`src/hdl/asp_pkg.sv`:
```
// Shared types, constants and register codes of the allocation size profiler.
package asp_pkg;

  localparam int unsigned TABLE_ENTRIES_DEF = 12;
  localparam int unsigned SIZE_BITS_DEF     = 24;

  localparam int unsigned CMD_W      = 2;
  localparam int unsigned IN_SIZE_W  = 24;
  localparam int unsigned CNT_W      = 32;
  localparam int unsigned KB_W       = 22;
  localparam int unsigned KB_SHIFT   = 10;
  localparam int unsigned OUT_SIZE_W = 24;
  localparam int unsigned LOG2_W     = 5;
  localparam int unsigned APB_DATA_W = 32;
  localparam int unsigned APB_ADDR_W = 4;

  localparam logic [IN_SIZE_W-1:0] BIG_THR_RST     = 24'd2048;
  localparam logic [LOG2_W-1:0]    REPORT_LOG2_RST = 5'd9;
  localparam logic [CNT_W-1:0]     DUMP_THR_RST    = 32'd64;

  localparam logic KIND_STATUS = 1'b0;
  localparam logic KIND_ENTRY  = 1'b1;

  typedef enum logic [1:0] {
    REG_TRACE_ENABLE   = 2'd0,
    REG_BIG_THRESHOLD  = 2'd1,
    REG_REPORT_LOG2    = 2'd2,
    REG_DUMP_THRESHOLD = 2'd3
  } asp_reg_e;

  typedef enum logic [CMD_W-1:0] {
    CMD_ALLOC = 2'd0,
    CMD_FREE  = 2'd1,
    CMD_DUMP  = 2'd2,
    CMD_RSVD  = 2'd3
  } asp_cmd_e;

  typedef struct packed {
    logic                 trace_en;
    logic [IN_SIZE_W-1:0] big_thr;
    logic [LOG2_W-1:0]    rep_log2;
    logic [CNT_W-1:0]     dump_thr;
  } cfg_t;

  // controller -> datapath
  typedef struct packed {
    logic accept;
    logic rd_en;
    logic eval;
    logic first;
    logic update;
    logic finish;
  } ctrl_cmd_t;

  // datapath -> controller
  typedef struct packed {
    logic in_scan;
    logic cur_alloc;
    logic stall;
    logic out_free;
  } ctrl_stat_t;

endpackage

```
`src/hdl/asp_if.sv`:
```
// Stream interfaces for profiler events and profiler results.
interface asp_in_if;
  logic                            valid;
  logic                            ready;
  logic [asp_pkg::CMD_W-1:0]       command;
  logic [asp_pkg::IN_SIZE_W-1:0]   size;

  modport source (output valid, output command, output size, input ready);
  modport sink   (input valid, input command, input size, output ready);
endinterface

interface asp_out_if;
  logic                            valid;
  logic                            ready;
  logic                            kind;
  logic [asp_pkg::CNT_W-1:0]       alloc_count;
  logic [asp_pkg::CNT_W-1:0]       free_count;
  logic [asp_pkg::KB_W-1:0]        live_kb;
  logic [asp_pkg::OUT_SIZE_W-1:0]  top_size;
  logic [asp_pkg::CNT_W-1:0]       top_count;
  logic                            report_due;
  logic [asp_pkg::OUT_SIZE_W-1:0]  entry_size;
  logic [asp_pkg::CNT_W-1:0]       entry_hits;
  logic                            last;

  modport source (output valid, output kind, output alloc_count, output free_count,
                  output live_kb, output top_size, output top_count, output report_due,
                  output entry_size, output entry_hits, output last, input ready);
  modport sink   (input valid, input kind, input alloc_count, input free_count,
                  input live_kb, input top_size, input top_count, input report_due,
                  input entry_size, input entry_hits, input last, output ready);
endinterface

```
`src/hdl/asp_regs.sv`:
```
// APB configuration registers of the allocation size profiler.
module asp_regs (
  input  logic                               clk_i,
  input  logic                               rst_ni,
  input  logic                               psel_i,
  input  logic                               penable_i,
  input  logic                               pwrite_i,
  input  logic [asp_pkg::APB_ADDR_W-1:0]     paddr_i,
  input  logic [asp_pkg::APB_DATA_W-1:0]     pwdata_i,
  output logic [asp_pkg::APB_DATA_W-1:0]     prdata_o,
  output logic                               pready_o,
  output asp_pkg::cfg_t                      cfg_o
);

  asp_pkg::cfg_t     cfg_q, cfg_d;
  asp_pkg::asp_reg_e reg_idx;
  logic              wr_en;

  assign reg_idx  = asp_pkg::asp_reg_e'(paddr_i[asp_pkg::APB_ADDR_W-1:2]);
  assign wr_en    = psel_i && penable_i && pwrite_i;
  assign pready_o = 1'b1;
  assign cfg_o    = cfg_q;

  always_comb begin
    cfg_d = cfg_q;
    if (wr_en) begin
      case (reg_idx)
        asp_pkg::REG_TRACE_ENABLE:   cfg_d.trace_en = pwdata_i[0];
        asp_pkg::REG_BIG_THRESHOLD:  cfg_d.big_thr  = pwdata_i[asp_pkg::IN_SIZE_W-1:0];
        asp_pkg::REG_REPORT_LOG2:    cfg_d.rep_log2 = pwdata_i[asp_pkg::LOG2_W-1:0];
        asp_pkg::REG_DUMP_THRESHOLD: cfg_d.dump_thr = pwdata_i;
        default: ;
      endcase
    end
  end

  always_comb begin
    case (reg_idx)
      asp_pkg::REG_TRACE_ENABLE:   prdata_o = asp_pkg::APB_DATA_W'(cfg_q.trace_en);
      asp_pkg::REG_BIG_THRESHOLD:  prdata_o = asp_pkg::APB_DATA_W'(cfg_q.big_thr);
      asp_pkg::REG_REPORT_LOG2:    prdata_o = asp_pkg::APB_DATA_W'(cfg_q.rep_log2);
      asp_pkg::REG_DUMP_THRESHOLD: prdata_o = cfg_q.dump_thr;
      default:                     prdata_o = '0;
    endcase
  end

  always_ff @(posedge clk_i or negedge rst_ni) begin
    if (!rst_ni) begin
      cfg_q.trace_en <= 1'b0;
      cfg_q.big_thr  <= asp_pkg::BIG_THR_RST;
      cfg_q.rep_log2 <= asp_pkg::REPORT_LOG2_RST;
      cfg_q.dump_thr <= asp_pkg::DUMP_THR_RST;
    end else begin
      cfg_q <= cfg_d;
    end
  end

endmodule

```
`src/hdl/asp_ctrl.sv`:
```
// Sequencer of the profiler: accepts events and walks the size table one entry a cycle unless a dump entry stalls it.
module asp_ctrl #(
  parameter int unsigned TABLE_ENTRIES = asp_pkg::TABLE_ENTRIES_DEF,
  localparam int unsigned IDX_W = (TABLE_ENTRIES > 1) ? $clog2(TABLE_ENTRIES) : 1
) (
  input  logic                  clk_i,
  input  logic                  rst_ni,
  input  logic                  in_valid_i,
  output logic                  in_ready_o,
  input  asp_pkg::ctrl_stat_t   stat_i,
  output asp_pkg::ctrl_cmd_t    cmd_o,
  output logic [IDX_W-1:0]      rd_addr_o,
  output logic [IDX_W-1:0]      eval_idx_o
);

  typedef enum logic [4:0] {
    ST_IDLE   = 5'b00001,
    ST_FIRST  = 5'b00010,
    ST_SCAN   = 5'b00100,
    ST_UPDATE = 5'b01000,
    ST_FINISH = 5'b10000
  } asp_state_e;

  asp_state_e       state_q, state_d;
  logic [IDX_W-1:0] idx_q, idx_d;
  logic             last_idx;

  assign last_idx   = (idx_q == IDX_W'(TABLE_ENTRIES - 1));
  assign eval_idx_o = idx_q;
  assign in_ready_o = (state_q == ST_IDLE);

  always_comb begin
    state_d   = state_q;
    idx_d     = idx_q;
    cmd_o     = '0;
    rd_addr_o = idx_q + IDX_W'(1);
    case (state_q)
      ST_IDLE: begin
        if (in_valid_i) begin
          cmd_o.accept = 1'b1;
          state_d      = stat_i.in_scan ? ST_FIRST : ST_FINISH;
        end
      end
      ST_FIRST: begin
        cmd_o.rd_en = 1'b1;
        rd_addr_o   = '0;
        idx_d       = '0;
        state_d     = ST_SCAN;
      end
      ST_SCAN: begin
        cmd_o.eval  = 1'b1;
        cmd_o.first = (idx_q == '0);
        // a dump entry waiting on a full output register holds the scan
        if (!stat_i.stall) begin
          if (last_idx) begin
            state_d = stat_i.cur_alloc ? ST_UPDATE : ST_FINISH;
          end else begin
            cmd_o.rd_en = 1'b1;
            idx_d       = idx_q + IDX_W'(1);
          end
        end
      end
      ST_UPDATE: begin
        cmd_o.update = 1'b1;
        state_d      = ST_FINISH;
      end
      ST_FINISH: begin
        if (stat_i.out_free) begin
          cmd_o.finish = 1'b1;
          state_d      = ST_IDLE;
        end
      end
      default: state_d = ST_IDLE;
    endcase
  end

  always_ff @(posedge clk_i or negedge rst_ni) begin
    if (!rst_ni) begin
      state_q <= ST_IDLE;
      idx_q   <= '0;
    end else begin
      state_q <= state_d;
      idx_q   <= idx_d;
    end
  end

endmodule

```
`src/hdl/asp_datapath.sv`:
```
// Profiler datapath: counters, repeat-run tracker, size table memory and output register.
module asp_datapath #(
  parameter int unsigned TABLE_ENTRIES = asp_pkg::TABLE_ENTRIES_DEF,
  parameter int unsigned SIZE_BITS     = asp_pkg::SIZE_BITS_DEF,
  localparam int unsigned IDX_W = (TABLE_ENTRIES > 1) ? $clog2(TABLE_ENTRIES) : 1
) (
  input  logic                               clk_i,
  input  logic                               rst_ni,
  input  asp_pkg::cfg_t                      cfg_i,
  input  asp_pkg::ctrl_cmd_t                 cmd_i,
  output asp_pkg::ctrl_stat_t                stat_o,
  input  logic [IDX_W-1:0]                   rd_addr_i,
  input  logic [IDX_W-1:0]                   eval_idx_i,
  input  logic [asp_pkg::CMD_W-1:0]          in_command_i,
  input  logic [asp_pkg::IN_SIZE_W-1:0]      in_size_i,
  output logic                               out_valid_o,
  input  logic                               out_ready_i,
  output logic                               out_kind_o,
  output logic [asp_pkg::CNT_W-1:0]          out_alloc_count_o,
  output logic [asp_pkg::CNT_W-1:0]          out_free_count_o,
  output logic [asp_pkg::KB_W-1:0]           out_live_kb_o,
  output logic [asp_pkg::OUT_SIZE_W-1:0]     out_top_size_o,
  output logic [asp_pkg::CNT_W-1:0]          out_top_count_o,
  output logic                               out_report_due_o,
  output logic [asp_pkg::OUT_SIZE_W-1:0]     out_entry_size_o,
  output logic [asp_pkg::CNT_W-1:0]          out_entry_hits_o,
  output logic                               out_last_o
);

  localparam int unsigned CW = asp_pkg::CNT_W;
  localparam int unsigned OW = asp_pkg::OUT_SIZE_W;

  // size table
  logic [SIZE_BITS-1:0] size_mem [TABLE_ENTRIES];
  logic [CW-1:0]        hits_mem [TABLE_ENTRIES];
  logic [TABLE_ENTRIES-1:0] valid_q;
  logic [SIZE_BITS-1:0] rd_size_q;
  logic [CW-1:0]        rd_hits_q;
  logic                 rd_vld_q;

  // event and counters
  logic                 cur_dump_q, cur_alloc_q;
  logic [SIZE_BITS-1:0] sz_q;
  logic [CW-1:0]        alloc_q, free_q, bytes_q, run_count_q;
  logic [SIZE_BITS-1:0] run_size_q;

  // scan results
  logic                 match_q;
  logic [IDX_W-1:0]     match_idx_q, vic_idx_q;
  logic [CW-1:0]        match_hits_q, vic_hits_q;

  // result waiting to go out
  logic                 pend_kind_q;
  logic [SIZE_BITS-1:0] pend_size_q;
  logic [CW-1:0]        pend_hits_q;

  // output register
  logic                 out_valid_q;
  logic                 out_kind_q, out_due_q, out_last_q;
  logic [CW-1:0]        out_alloc_q, out_free_q, out_top_count_q, out_hits_q;
  logic [asp_pkg::KB_W-1:0] out_kb_q;
  logic [OW-1:0]        out_top_size_q, out_entry_size_q;

  asp_pkg::asp_cmd_e    in_cmd;
  logic [SIZE_BITS-1:0] in_sz, e_size;
  logic [CW-1:0]        e_hits, new_hits, due_mask, run32, pend32;
  logic [IDX_W-1:0]     wr_idx;
  logic                 in_dump, in_alloc, in_free;
  logic                 qual, out_free, stall, do_eval, emit_eval, out_load;
  logic                 due;

  assign in_cmd   = asp_pkg::asp_cmd_e'(in_command_i);
  assign in_sz    = SIZE_BITS'(in_size_i);
  assign in_dump  = (in_cmd == asp_pkg::CMD_DUMP);
  assign in_alloc = cfg_i.trace_en && (in_cmd == asp_pkg::CMD_ALLOC) && (in_sz != '0);
  assign in_free  = cfg_i.trace_en && (in_cmd == asp_pkg::CMD_FREE);

  assign e_size = rd_vld_q ? rd_size_q : '0;
  assign e_hits = rd_vld_q ? rd_hits_q : '0;
  assign qual   = (e_hits > cfg_i.dump_thr);

  assign out_free  = !out_valid_q || out_ready_i;
  assign stall     = cur_dump_q && qual && !out_free;
  assign do_eval   = cmd_i.eval && !stall;
  assign emit_eval = do_eval && cur_dump_q && qual;
  assign out_load  = emit_eval || cmd_i.finish;

  assign stat_o.in_scan   = in_dump || in_alloc;
  assign stat_o.cur_alloc = cur_alloc_q;
  assign stat_o.stall     = stall;
  assign stat_o.out_free  = out_free;

  assign new_hits = match_q ? (match_hits_q + CW'(1)) : CW'(1);
  assign wr_idx   = match_q ? match_idx_q : vic_idx_q;
  assign due_mask = ~({CW{1'b1}} << cfg_i.rep_log2);
  assign due      = cur_alloc_q && ((alloc_q & due_mask) == '0);
  assign run32    = CW'(run_size_q);
  assign pend32   = CW'(pend_size_q);

  // table memory
  always_ff @(posedge clk_i) begin
    if (cmd_i.update) begin
      size_mem[wr_idx] <= sz_q;
      hits_mem[wr_idx] <= new_hits;
    end
  end

  always_ff @(posedge clk_i) begin
    if (cmd_i.rd_en) begin
      rd_size_q <= size_mem[rd_addr_i];
      rd_hits_q <= hits_mem[rd_addr_i];
      rd_vld_q  <= valid_q[rd_addr_i];
    end
  end

  always_ff @(posedge clk_i or negedge rst_ni) begin
    if (!rst_ni) begin
      valid_q <= '0;
    end else if (cmd_i.update) begin
      valid_q[wr_idx] <= 1'b1;
    end
  end

  // event capture and counters
  always_ff @(posedge clk_i or negedge rst_ni) begin
    if (!rst_ni) begin
      cur_dump_q  <= 1'b0;
      cur_alloc_q <= 1'b0;
      pend_kind_q <= asp_pkg::KIND_STATUS;
      alloc_q     <= '0;
      free_q      <= '0;
      bytes_q     <= '0;
      run_size_q  <= '0;
      run_count_q <= '0;
    end else begin
      if (cmd_i.accept) begin
        cur_dump_q  <= in_dump;
        cur_alloc_q <= in_alloc;
        pend_kind_q <= asp_pkg::KIND_STATUS;
        if (in_free) begin
          free_q <= free_q + CW'(1);
        end
      end
      if (emit_eval) begin
        pend_kind_q <= asp_pkg::KIND_ENTRY;
      end
      if (cmd_i.update) begin
        alloc_q <= alloc_q + CW'(1);
        bytes_q <= bytes_q + CW'(sz_q);
        if (CW'(sz_q) >= CW'(cfg_i.big_thr)) begin
          if (sz_q == run_size_q) begin
            run_count_q <= run_count_q + CW'(1);
          end else begin
            run_size_q  <= sz_q;
            run_count_q <= CW'(1);
          end
        end
      end
    end
  end

  // scan bookkeeping and dump entry capture
  always_ff @(posedge clk_i) begin
    if (cmd_i.accept) begin
      sz_q <= in_sz;
    end
    if (emit_eval) begin
      pend_size_q <= e_size;
      pend_hits_q <= e_hits;
    end
    if (do_eval && cur_alloc_q) begin
      if (cmd_i.first) begin
        match_q      <= (e_size == sz_q);
        match_idx_q  <= eval_idx_i;
        match_hits_q <= e_hits;
        vic_idx_q    <= eval_idx_i;
        vic_hits_q   <= e_hits;
      end else if (!match_q) begin
        if (e_size == sz_q) begin
          match_q      <= 1'b1;
          match_idx_q  <= eval_idx_i;
          match_hits_q <= e_hits;
        end else if (e_hits < vic_hits_q) begin
          vic_idx_q  <= eval_idx_i;
          vic_hits_q <= e_hits;
        end
      end
    end
  end

  // output register
  always_ff @(posedge clk_i or negedge rst_ni) begin
    if (!rst_ni) begin
      out_valid_q <= 1'b0;
    end else if (out_load) begin
      out_valid_q <= 1'b1;
    end else if (out_ready_i) begin
      out_valid_q <= 1'b0;
    end
  end

  always_ff @(posedge clk_i) begin
    if (out_load) begin
      out_kind_q <= pend_kind_q;
      out_last_q <= cmd_i.finish;
      if (pend_kind_q == asp_pkg::KIND_STATUS) begin
        out_alloc_q      <= alloc_q;
        out_free_q       <= free_q;
        out_kb_q         <= bytes_q[CW-1:asp_pkg::KB_SHIFT];
        out_top_size_q   <= run32[OW-1:0];
        out_top_count_q  <= run_count_q;
        out_due_q        <= due;
        out_entry_size_q <= '0;
        out_hits_q       <= '0;
      end else begin
        out_alloc_q      <= '0;
        out_free_q       <= '0;
        out_kb_q         <= '0;
        out_top_size_q   <= '0;
        out_top_count_q  <= '0;
        out_due_q        <= 1'b0;
        out_entry_size_q <= pend32[OW-1:0];
        out_hits_q       <= pend_hits_q;
      end
    end
  end

  assign out_valid_o       = out_valid_q;
  assign out_kind_o        = out_kind_q;
  assign out_alloc_count_o = out_alloc_q;
  assign out_free_count_o  = out_free_q;
  assign out_live_kb_o     = out_kb_q;
  assign out_top_size_o    = out_top_size_q;
  assign out_top_count_o   = out_top_count_q;
  assign out_report_due_o  = out_due_q;
  assign out_entry_size_o  = out_entry_size_q;
  assign out_entry_hits_o  = out_hits_q;
  assign out_last_o        = out_last_q;

  // table entries never lose their valid bit
  a_valid_sticky: assert property (@(posedge clk_i) disable iff (!rst_ni)
    (($past(valid_q) & ~valid_q) == '0))
    else $error("size table valid bit cleared");

  a_alloc_only_on_update: assert property (@(posedge clk_i) disable iff (!rst_ni)
    !$stable(alloc_q) |-> $past(cmd_i.update))
    else $error("alloc counter moved outside a table update");

  a_free_only_on_accept: assert property (@(posedge clk_i) disable iff (!rst_ni)
    !$stable(free_q) |-> $past(cmd_i.accept && in_free))
    else $error("free counter moved without a free transaction");

  a_update_is_alloc: assert property (@(posedge clk_i) disable iff (!rst_ni)
    cmd_i.update |-> (cur_alloc_q && !cur_dump_q))
    else $error("table update outside an allocation");

endmodule

```
`src/hdl/alloc_size_profiler.sv`:
```
// Top level of the allocation size profiler: config port, sequencer and datapath.
//
// Each event transaction runs to completion before the next is taken. A free, a
// reserved command, a disabled event or a zero-size allocation goes from accept
// straight to the finish state. An allocation and a dump walk the size table
// through its single read port, one entry per cycle; an allocation then passes
// through an update state before finishing. Every event also waits in its finish
// state while the previous result still sits unaccepted in the output register.
// A dump additionally waits on each entry the sink holds off. Results leave
// through an output register. A dump gives its status result first and then the
// entries above dump_threshold in table order, last marked.
// Configuration registers sit at byte addresses 0, 4, 8 and 12 of the APB port and
// must be written only while the block is idle.
module alloc_size_profiler #(
  parameter int unsigned TABLE_ENTRIES = asp_pkg::TABLE_ENTRIES_DEF,
  parameter int unsigned SIZE_BITS     = asp_pkg::SIZE_BITS_DEF
) (
  input  logic                               clk_i,
  input  logic                               rst_ni,
  input  logic                               psel,
  input  logic                               penable,
  input  logic                               pwrite,
  input  logic [asp_pkg::APB_ADDR_W-1:0]     paddr,
  input  logic [asp_pkg::APB_DATA_W-1:0]     pwdata,
  output logic [asp_pkg::APB_DATA_W-1:0]     prdata,
  output logic                               pready,
  asp_in_if.sink                             in_if,
  asp_out_if.source                          out_if
);

  localparam int unsigned IDX_W = (TABLE_ENTRIES > 1) ? $clog2(TABLE_ENTRIES) : 1;

  asp_pkg::cfg_t       cfg;
  asp_pkg::ctrl_cmd_t  cmd;
  asp_pkg::ctrl_stat_t stat;
  logic [IDX_W-1:0]    rd_addr, eval_idx;

  asp_regs u_regs (
    .clk_i     (clk_i),
    .rst_ni    (rst_ni),
    .psel_i    (psel),
    .penable_i (penable),
    .pwrite_i  (pwrite),
    .paddr_i   (paddr),
    .pwdata_i  (pwdata),
    .prdata_o  (prdata),
    .pready_o  (pready),
    .cfg_o     (cfg)
  );

  asp_ctrl #(
    .TABLE_ENTRIES (TABLE_ENTRIES)
  ) u_ctrl (
    .clk_i      (clk_i),
    .rst_ni     (rst_ni),
    .in_valid_i (in_if.valid),
    .in_ready_o (in_if.ready),
    .stat_i     (stat),
    .cmd_o      (cmd),
    .rd_addr_o  (rd_addr),
    .eval_idx_o (eval_idx)
  );

  asp_datapath #(
    .TABLE_ENTRIES (TABLE_ENTRIES),
    .SIZE_BITS     (SIZE_BITS)
  ) u_datapath (
    .clk_i             (clk_i),
    .rst_ni            (rst_ni),
    .cfg_i             (cfg),
    .cmd_i             (cmd),
    .stat_o            (stat),
    .rd_addr_i         (rd_addr),
    .eval_idx_i        (eval_idx),
    .in_command_i      (in_if.command),
    .in_size_i         (in_if.size),
    .out_valid_o       (out_if.valid),
    .out_ready_i       (out_if.ready),
    .out_kind_o        (out_if.kind),
    .out_alloc_count_o (out_if.alloc_count),
    .out_free_count_o  (out_if.free_count),
    .out_live_kb_o     (out_if.live_kb),
    .out_top_size_o    (out_if.top_size),
    .out_top_count_o   (out_if.top_count),
    .out_report_due_o  (out_if.report_due),
    .out_entry_size_o  (out_if.entry_size),
    .out_entry_hits_o  (out_if.entry_hits),
    .out_last_o        (out_if.last)
  );

endmodule

```
`src/flat_wrapper.sv`:
```
// flat-port wrapper written by rule: the top's interface ports become plain ports
module alloc_size_profiler_flat 
#(
  parameter int unsigned TABLE_ENTRIES = asp_pkg::TABLE_ENTRIES_DEF,
  parameter int unsigned SIZE_BITS     = asp_pkg::SIZE_BITS_DEF
)
  (clk_i, rst_ni, psel, penable, pwrite, paddr, pwdata, prdata, pready, in_if_valid, in_if_command, in_if_size, in_if_ready, out_if_valid, out_if_kind, out_if_alloc_count, out_if_free_count, out_if_live_kb, out_if_top_size, out_if_top_count, out_if_report_due, out_if_entry_size, out_if_entry_hits, out_if_last, out_if_ready);
  asp_in_if in_if_i ();
  asp_out_if out_if_i ();
  input  logic clk_i;
  input  logic rst_ni;
  input  logic psel;
  input  logic penable;
  input  logic pwrite;
  input  logic [asp_pkg::APB_ADDR_W-1:0] paddr;
  input  logic [asp_pkg::APB_DATA_W-1:0] pwdata;
  output logic [asp_pkg::APB_DATA_W-1:0] prdata;
  output logic pready;
  input wire logic [$bits(in_if_i.valid)-1:0] in_if_valid;
  input wire logic [$bits(in_if_i.command)-1:0] in_if_command;
  input wire logic [$bits(in_if_i.size)-1:0] in_if_size;
  output wire logic [$bits(in_if_i.ready)-1:0] in_if_ready;
  output wire logic [$bits(out_if_i.valid)-1:0] out_if_valid;
  output wire logic [$bits(out_if_i.kind)-1:0] out_if_kind;
  output wire logic [$bits(out_if_i.alloc_count)-1:0] out_if_alloc_count;
  output wire logic [$bits(out_if_i.free_count)-1:0] out_if_free_count;
  output wire logic [$bits(out_if_i.live_kb)-1:0] out_if_live_kb;
  output wire logic [$bits(out_if_i.top_size)-1:0] out_if_top_size;
  output wire logic [$bits(out_if_i.top_count)-1:0] out_if_top_count;
  output wire logic [$bits(out_if_i.report_due)-1:0] out_if_report_due;
  output wire logic [$bits(out_if_i.entry_size)-1:0] out_if_entry_size;
  output wire logic [$bits(out_if_i.entry_hits)-1:0] out_if_entry_hits;
  output wire logic [$bits(out_if_i.last)-1:0] out_if_last;
  input wire logic [$bits(out_if_i.ready)-1:0] out_if_ready;
  assign in_if_i.valid = in_if_valid;
  assign in_if_i.command = in_if_command;
  assign in_if_i.size = in_if_size;
  assign in_if_ready = in_if_i.ready;
  assign out_if_valid = out_if_i.valid;
  assign out_if_kind = out_if_i.kind;
  assign out_if_alloc_count = out_if_i.alloc_count;
  assign out_if_free_count = out_if_i.free_count;
  assign out_if_live_kb = out_if_i.live_kb;
  assign out_if_top_size = out_if_i.top_size;
  assign out_if_top_count = out_if_i.top_count;
  assign out_if_report_due = out_if_i.report_due;
  assign out_if_entry_size = out_if_i.entry_size;
  assign out_if_entry_hits = out_if_i.entry_hits;
  assign out_if_last = out_if_i.last;
  assign out_if_i.ready = out_if_ready;
  alloc_size_profiler #(.TABLE_ENTRIES(TABLE_ENTRIES), .SIZE_BITS(SIZE_BITS)) u_core (.clk_i(clk_i), .rst_ni(rst_ni), .psel(psel), .penable(penable), .pwrite(pwrite), .paddr(paddr), .pwdata(pwdata), .prdata(prdata), .pready(pready), .in_if(in_if_i), .out_if(out_if_i));
endmodule
```
`config.mk`:
```
export PLATFORM = sky130hd
export DESIGN_NAME = alloc_size_profiler_flat
export DESIGN_NICKNAME = d
export VERILOG_FILES = /design/src/hdl/asp_pkg.sv /design/src/hdl/asp_if.sv /design/src/hdl/asp_regs.sv /design/src/hdl/asp_ctrl.sv /design/src/hdl/asp_datapath.sv /design/src/hdl/alloc_size_profiler.sv /design/src/flat_wrapper.sv
export SDC_FILE = /design/constraint.sdc
export NUM_CORES = 2
export LEC_CHECK = 0
export BUFFER_PORTS_ARGS = -buffer_cell sky130_fd_sc_hd__buf_2
export CAP_MARGIN = 10
export CORE_MARGIN = 2
export CORE_UTILIZATION = 55
export CTS_CLUSTER_SIZE = 10
export DETAILED_ROUTE_END_ITERATION = 10
export GPL_TIMING_DRIVEN = 1
export PLACE_DENSITY = 0.73
export SYNTH_ARGS = -nofsm -noshare
export SYNTH_HDL_FRONTEND = slang
export SYNTH_SLANG_ARGS = --single-unit
```
`constraint.sdc`:
```
create_clock -name clk_i -period 12.69 [get_ports clk_i]
set_input_delay 1.269 -clock clk_i [delete_from_list [all_inputs] [get_ports clk_i]]
set_output_delay 1.269 -clock clk_i [all_outputs]
set_load 0.005 [all_outputs]
```
# Word level (Yosys, flattened, before mapping)
# Memories as Yosys holds them, arrays and structs flattened. A register that Yosys moved wholly into a read port is not among the register bits.
# Cells that the tools add are included.
# W data, S select, Z words.
[word_totals]
regBits = 594
latchBits = 0
ram_bits = 672
rom_bits = 0
inputBits = 69
output_inout_bits = 236
elab_cells = 167
n_memories = 2
[mem_list]
columns = ["name", "depth", "word_bits", "rd", "rd_clocked_by_memory_dff", "wr", "line_no", "rtl"]
rows = [
  ["u_core.u_datapath.hits_mem", 12, 32, 1, 1, 1, "asp_datapath.sv:35", "logic [CW-1:0] hits_mem [TABLE_ENTRIES];"],
  ["u_core.u_datapath.size_mem", 12, 24, 1, 1, 1, "asp_datapath.sv:34", "logic [SIZE_BITS-1:0] size_mem [TABLE_ENTRIES];"],
]
[classes]
n_addsub = 6
multipliers = 0
div_mod_pow = 0
order_cmp = 6
n_eq_ne = 20
n_shift = 1
mux = 53
bitwise = 4
n_reduce_logical = 40
[op_table]
columns = ["cell", "count"]
rows = [
  ["$mux W32", 10],
  ["$add A32 B1 Y32 const B", 4],
  ["$pmux W32 S4", 1],
  ["$eq A24 B24 Y1", 2],
  ["$mux W4", 11],
  ["$add A32 B24 Y32", 1],
  ["$and A32 B32 Y32", 1],
  ["$gt A32 B32 Y1", 1],
  ["$logic_not A32 Y1", 1],
  ["$lt A32 B32 Y1", 1],
  ["$not A32 Y32", 1],
  ["$shl A32 B5 Y32 const A", 1],
  ["$mux W5", 6],
  ["$pmux W5 S5", 1],
  ["$ge A24 B24 Y1", 1],
  ["$mux W24", 1],
  ["$reduce_bool A24 Y1", 1],
  ["$mux W1", 18],
  ["$logic_and A1 B1 Y1", 13],
  ["$or A12 B12 Y12", 1],
  ["$reduce_and A2 Y1", 6],
  ["$lt A4 B5 Y1 const B", 2],
  ["$ne A2 B2 Y1 const B", 5],
  ["$reduce_bool A2 Y1", 5],
  ["23 further kinds", 35],
]

# Longest topological paths before layout
[depth]
ltp_word = 10
depth_mapped = 13
mapped_depth_nobuf = 11

# Cells and area by module
# A second synthesis with hierarchy kept.
[hier_totals]
cells_unflattened = 3424
area_unflattened_um2 = 55314.3
[by_module_without_submodules]
columns = ["mod", "n_inst", "cells_each", "area_per_inst_um2"]
rows = [
  ["asp_datapath", 1, 3149, 51720.9],
  ["asp_regs", 1, 202, 2961.6],
  ["asp_ctrl", 1, 73, 631.9],
]

# Worst setup path before layout
# OpenSTA, ideal clock, no wires.
[synth_path]
path_type = "reg2reg"
startpoint = "register u_core.u_datapath.rd_vld_q"
endpoint = "register u_core.u_datapath.out_alloc_q[0] (netlist: u_core.u_datapath.out_alloc_count_o[0]) (enable)"
setup_ns = 0.829
arrival_ns = 12.279
slack_ns = -0.418
stages_incl_launch_ff = 13
path_buffers = 3
period_less_slack_ns = 13.108
path_cell_list = "edfxtp_1 > clkbuf_1 > clkbuf_1 > clkbuf_1 > and2_1 > ha_1 > nand4_1 > or4_1 > a211oi_1 > a2111oi_0 > a21oi_1 > nand2_1 > a21oi_1"
[synth_between]
elab_chain_len = 9
[synth_lines]
columns = ["element", "line_no", "rtl"]
rows = [
  ["start: declaration", "asp_datapath.sv:39", "logic rd_vld_q;"],
  ["start signal: assignment", "asp_datapath.sv:112", "rd_vld_q <= valid_q[rd_addr_i];"],
  ["$mux W32 *", "asp_datapath.sv:79", "assign e_hits = rd_vld_q ? rd_hits_q : '0;"],
  ["via u_core.u_datapath.e_hits[31]", "asp_datapath.sv:66", "logic [CW-1:0] e_hits, new_hits, due_mask, run32, pend32;"],
  ["$gt A32 B32 Y1 *", "asp_datapath.sv:80", "assign qual = (e_hits > cfg_i.dump_thr);"],
  ["$logic_and A1 B1 Y1 (2 in series)", "asp_datapath.sv:83", "assign stall = cur_dump_q && qual && !out_free;"],
  ["$logic_not A1 Y1", "n/a", ""],
  ["$logic_and A1 B1 Y1", "asp_datapath.sv:84", "assign do_eval = cmd_i.eval && !stall;"],
  ["$logic_and A1 B1 Y1", "asp_datapath.sv:85", "assign emit_eval = do_eval && cur_dump_q && qual;"],
  ["$logic_and A1 B1 Y1 *", "asp_datapath.sv:85", ""],
  ["$logic_or A1 B1 Y1 *", "asp_datapath.sv:86", "assign out_load = emit_eval || cmd_i.finish;"],
  ["via u_core.u_datapath.out_load", "asp_datapath.sv:69", "logic qual, out_free, stall, do_eval, emit_eval, out_load;"],
  ["end signal: assignment", "asp_datapath.sv:207", "out_alloc_q <= alloc_q;"],
  ["end: declaration", "asp_datapath.sv:60", "logic [CW-1:0] out_alloc_q, out_free_q, out_top_count_q, out_hits_q;"],
]
# The timed path passes the listed nets; every way through them passes the cells marked *.
# A chain may end at the register's enable or synchronous reset.

# Final worst setup path
[layout_path]
startpoint = "register u_core.u_datapath.rd_vld_q"
endpoint = "register u_core.u_datapath.out_entry_size_q[22] (netlist: u_core.u_datapath.out_entry_size_o[22]) (enable)"
[layout_between]
elab_chain_len = 9
[layout_lines]
columns = ["element", "line_no", "rtl"]
rows = [
  ["$mux W32 *", "asp_datapath.sv:79", ""],
  ["via u_core.u_datapath.e_hits[29]", "asp_datapath.sv:66", ""],
  ["$gt A32 B32 Y1 *", "asp_datapath.sv:80", ""],
  ["$logic_and A1 B1 Y1 (2 in series)", "asp_datapath.sv:83", ""],
  ["$logic_not A1 Y1", "n/a", ""],
  ["$logic_and A1 B1 Y1", "asp_datapath.sv:84", ""],
  ["$logic_and A1 B1 Y1", "asp_datapath.sv:85", ""],
  ["$logic_and A1 B1 Y1 *", "asp_datapath.sv:85", ""],
  ["$logic_or A1 B1 Y1 *", "asp_datapath.sv:86", ""],
  ["via u_core.u_datapath.out_load", "asp_datapath.sv:69", ""],
  ["end signal: assignment", "asp_datapath.sv:222", "out_entry_size_q <= pend32[OW-1:0];"],
  ["end: declaration", "asp_datapath.sv:62", "logic [OW-1:0] out_top_size_q, out_entry_size_q;"],
]
# Marked as above.

==> results.toml <==
[route]
routedWlPerCell_um = 23.7
wl_um = 138000
drt_iter0_drc = 3778
ant_nets = 0
via_count = 34407
drc = 0
firstDrtPassIters = 7
vias_per_cell = 5.92

[power]
cellPowerDensity_nw_per_um2 = 182
ir_worst_vdd_mv = 0.189
power_uw = 11600
total_leakage_power_uw = 0.0238

[timing]
post-route-period-util = 0.440
fmax_mhz = 179
setup_viol = 0
period_minus_slack_ns = 5.59
relSlewSlack = 0.207
fin_tns_setup_ns = 0
skew_ns = 0.0245
hold_violations = 0
slew_viol_final = 0
rsz0062_at_grt = "false"
tightest_slew_ns = 1.19

[cells_and_area]
drive_gt1_frac = 0.174
syn_to_final_growth_pct = 13.3
seq_area_um2 = 38500
multi_input_area_um2 = 16500
mostFrequentLayoutCells = "edfxtp_1 (1083), nand2_1 (453), buf_2 (300)"
fin_cells = 5810
num-fill-cells = 7378
final_nets = 4538
layout_commonest_cell = "edfxtp_1"

[hold_path]
whs_path_depth = 1
hold_path.class = "flip-flop to flip-flop"
worstHoldStart = "u_core.u_datapath.valid_q[3]$_DFFE_PN0P_"
min_to = "u_core.u_datapath.valid_q[3]$_DFFE_PN0P_"

[place]
gp_congestion = 0.866
placed_cells = 5568
io_buffers = 301
dp_hpwl_um = 81700

[yosys]
yosysUniqueCellTypes = 85
syn_area_per_cell_um2 = 13.9
synth_top_area_cell = "edfxtp_1"
syn_inst = 4038
synthDominantCellAreaShare = 0.581
synth_area_um2 = 56000
synth-seq-cells = 1322
synth_edf_count = 1083
synth_warnings = 0
yosys-top-cells-area = "edfxtp_1 (58%), dfrtp_1 (10%), nand2_1 (3.1%)"
ys_seq_area_frac = 0.687
synth_ff_type = "edfxtp_1"
syn_nets = 4222
async_reset_ff_frac = 0.181

[clocking]
cts_tree = "yes"
cts_buffers = 151
clock_sinks = 1322
path_clk_slew_ns = 0.05
clkLatencyLatePin_ns = 0.74
post-cts-setup-buffers = 0
clk_path_buf_depth = 3
cts_hold_buf = 0
h-tree-depth = 4
ctsRootBufferMaster = "clkbuf_16"
cts_resized = 0

[setup_path]
r2r_end = "u_core.u_datapath.out_entry_size_o[22]$_SDFFCE_PN0P_"
path_class = "flip-flop to flip-flop"
critPathRequiredTime_ns = 13.04
rr_worst_depth = 12
r2r_setup_slack_ns = 7.10
crit_start = "u_core.u_datapath.rd_vld_q$_DFFE_PP_"
cp-start-kind = "flip-flop"
path_max_fanout = 79
crit_arrival_ns = 5.94
worstReg2RegStart = "u_core.u_datapath.rd_vld_q$_DFFE_PP_"
end_kind = "flip-flop"

[job]
max_cap_viol_count = 0

[global_routing]
grt_pass1_wl_um = 204000
grt-ovfl-total = 0
grt_pass1_vias = 33101
grt_max_degree = 112
grt_usage = 0.263
antenna_found_initial = 11

[die]
die_area_um2 = 104000
die_w_um = 323
pin_count = 305
initial_core_util = 0.552
die_h_um = 323
rows = 117
core_area_um2 = 101000

[run_status]
status = "complete, no violations"
[kinds of logic (layout without fill, tap and decap cells)]
family | Yosys count | after routing | share of synthesized area
adders and majority gates | 116 | 116 | 0.0260
AOI/OAI and AO/OA | 631 | 631 | 0.0700
other | 1 | 8 | 0.0000669
xor gates and xnor gates | 169 | 169 | 0.0264
and+or+nand+nor | 1286 | 1286 | 0.118
muxes | 194 | 194 | 0.0500
buffers and inverters | 319 | 716 | 0.0220
DFF | 1322 | 1322 | 0.687
[power by group]
group | internal [µW] | switching (µW)
logic | 994 | 1510
registers | 5030 | 175
clock network | 2220 | 1640
[critical path, stage by stage, from the launching register on]
cell and delay, ns:
edfxtp_1 0.35, buf_4 0.37, and2_1 0.41, ha_1 0.22
nand4_1 0.18, or4_1 0.64, a211oi_1 0.20, a2111oi_0 0.09
a21oi_1 0.45, nand2_1 0.29, a21oi_4 0.19, buf_4 0.69
buf_4 0.95
[per-stage QoR]
step	area (µm²)	utilization	hold WS (ns)	setup WS (ns)
after floorplan	56000	-	0.431	3.56
after global placement	59100	0.583	0.446	7.25
after detailed placement	59100	0.583	0.451	7.14
after CTS	63400	0.625	0.463	7.12
after global routing	63500	0.626	0.474	6.83
final	63500	0.626	0.465	7.10
[state kept, by name, summed over array words and instances (netlist names), 32 cells and up]
register                             cells
u_core.u_datapath.size_mem             288
u_core.u_datapath.hits_mem             384
u_core.u_datapath.rd_hits_q             32
u_core.u_regs.cfg_o                     62
u_core.u_datapath.match_hits_q          32
u_core.u_datapath.out_top_count_o       32
u_core.u_datapath.bytes_q               32
u_core.u_datapath.out_alloc_count_o     32
u_core.u_datapath.free_q                32
u_core.u_datapath.out_free_count_o      32
u_core.u_datapath.pend_hits_q           32
u_core.u_datapath.run_count_q           32
u_core.u_datapath.alloc_q               32
u_core.u_datapath.vic_hits_q            32
u_core.u_datapath.out_entry_hits_o      32
[layout make-up]
| type | count | area share |
|---|---|---|
| Inverter | 119 | 0.00706 |
| Clock buffer | 219 | 0.0644 |
| Tap cell | 1368 | 0.0270 |
| Antenna cell | 7 | 0.000276 |
| Multi-Input combinational cell | 2397 | 0.259 |
| Timing Repair Buffer | 363 | 0.0314 |
| Sequential cell | 1322 | 0.607 |
| Clock inverter | 15 | 0.00371 |
[how the worst max path moves through the flow]
stage                                                                       to  cells past startpoint
final                     u_core.u_datapath.out_entry_size_o[22]$_SDFFCE_PN0P_                     12
after global routing       u_core.u_datapath.out_entry_size_o[7]$_SDFFCE_PN0P_                     12
after CTS                     u_core.u_datapath.out_live_kb_o[4]$_SDFFCE_PP0P_                     12
after detailed placement   u_core.u_datapath.out_entry_size_o[6]$_SDFFCE_PN0P_                     12
after global placement     u_core.u_datapath.out_entry_size_o[6]$_SDFFCE_PN0P_                     12
after floorplan           u_core.u_datapath.out_alloc_count_o[0]$_SDFFCE_PP0P_                     12
[synth_stat cells (all sizes together) (5+ instances only)]
cell type  instances
clkbuf           165
xnor2            104
a211o              6
nor3              26
nor3b              8
o21ai            260
nand3             57
mux2i             21
edfxtp          1083
a221oi             6
nor2b            164
a31oi             71
a21o              33
nor4              16
and2             197
ha               114
a211oi            67
nand2b            11
or3              118
or2               16
nand3b             5
nor2             111
dfrtp            234
xor2              65
a311oi             5
o31ai              9
o22ai              7
and3              36
nand2            457
dfstp              5
buf               35
mux4              57
o211ai            61
nand4             47
mux2             116
a21oi             64
o21a               5
inv              119
and4               8
[per-layer routing]
layer | GRT usage | vias up | wire (µm)
met1 | 0.355 | 17078 | 54900
li1 | - | 15494 | -
met2 | 0.427 | 1528 | 66400
met3 | 0.0472 | 297 | 11200
met5 | 0 | - | 72
met4 | 0.104 | 10 | 4960
Power figures use the tool's default switching activity.
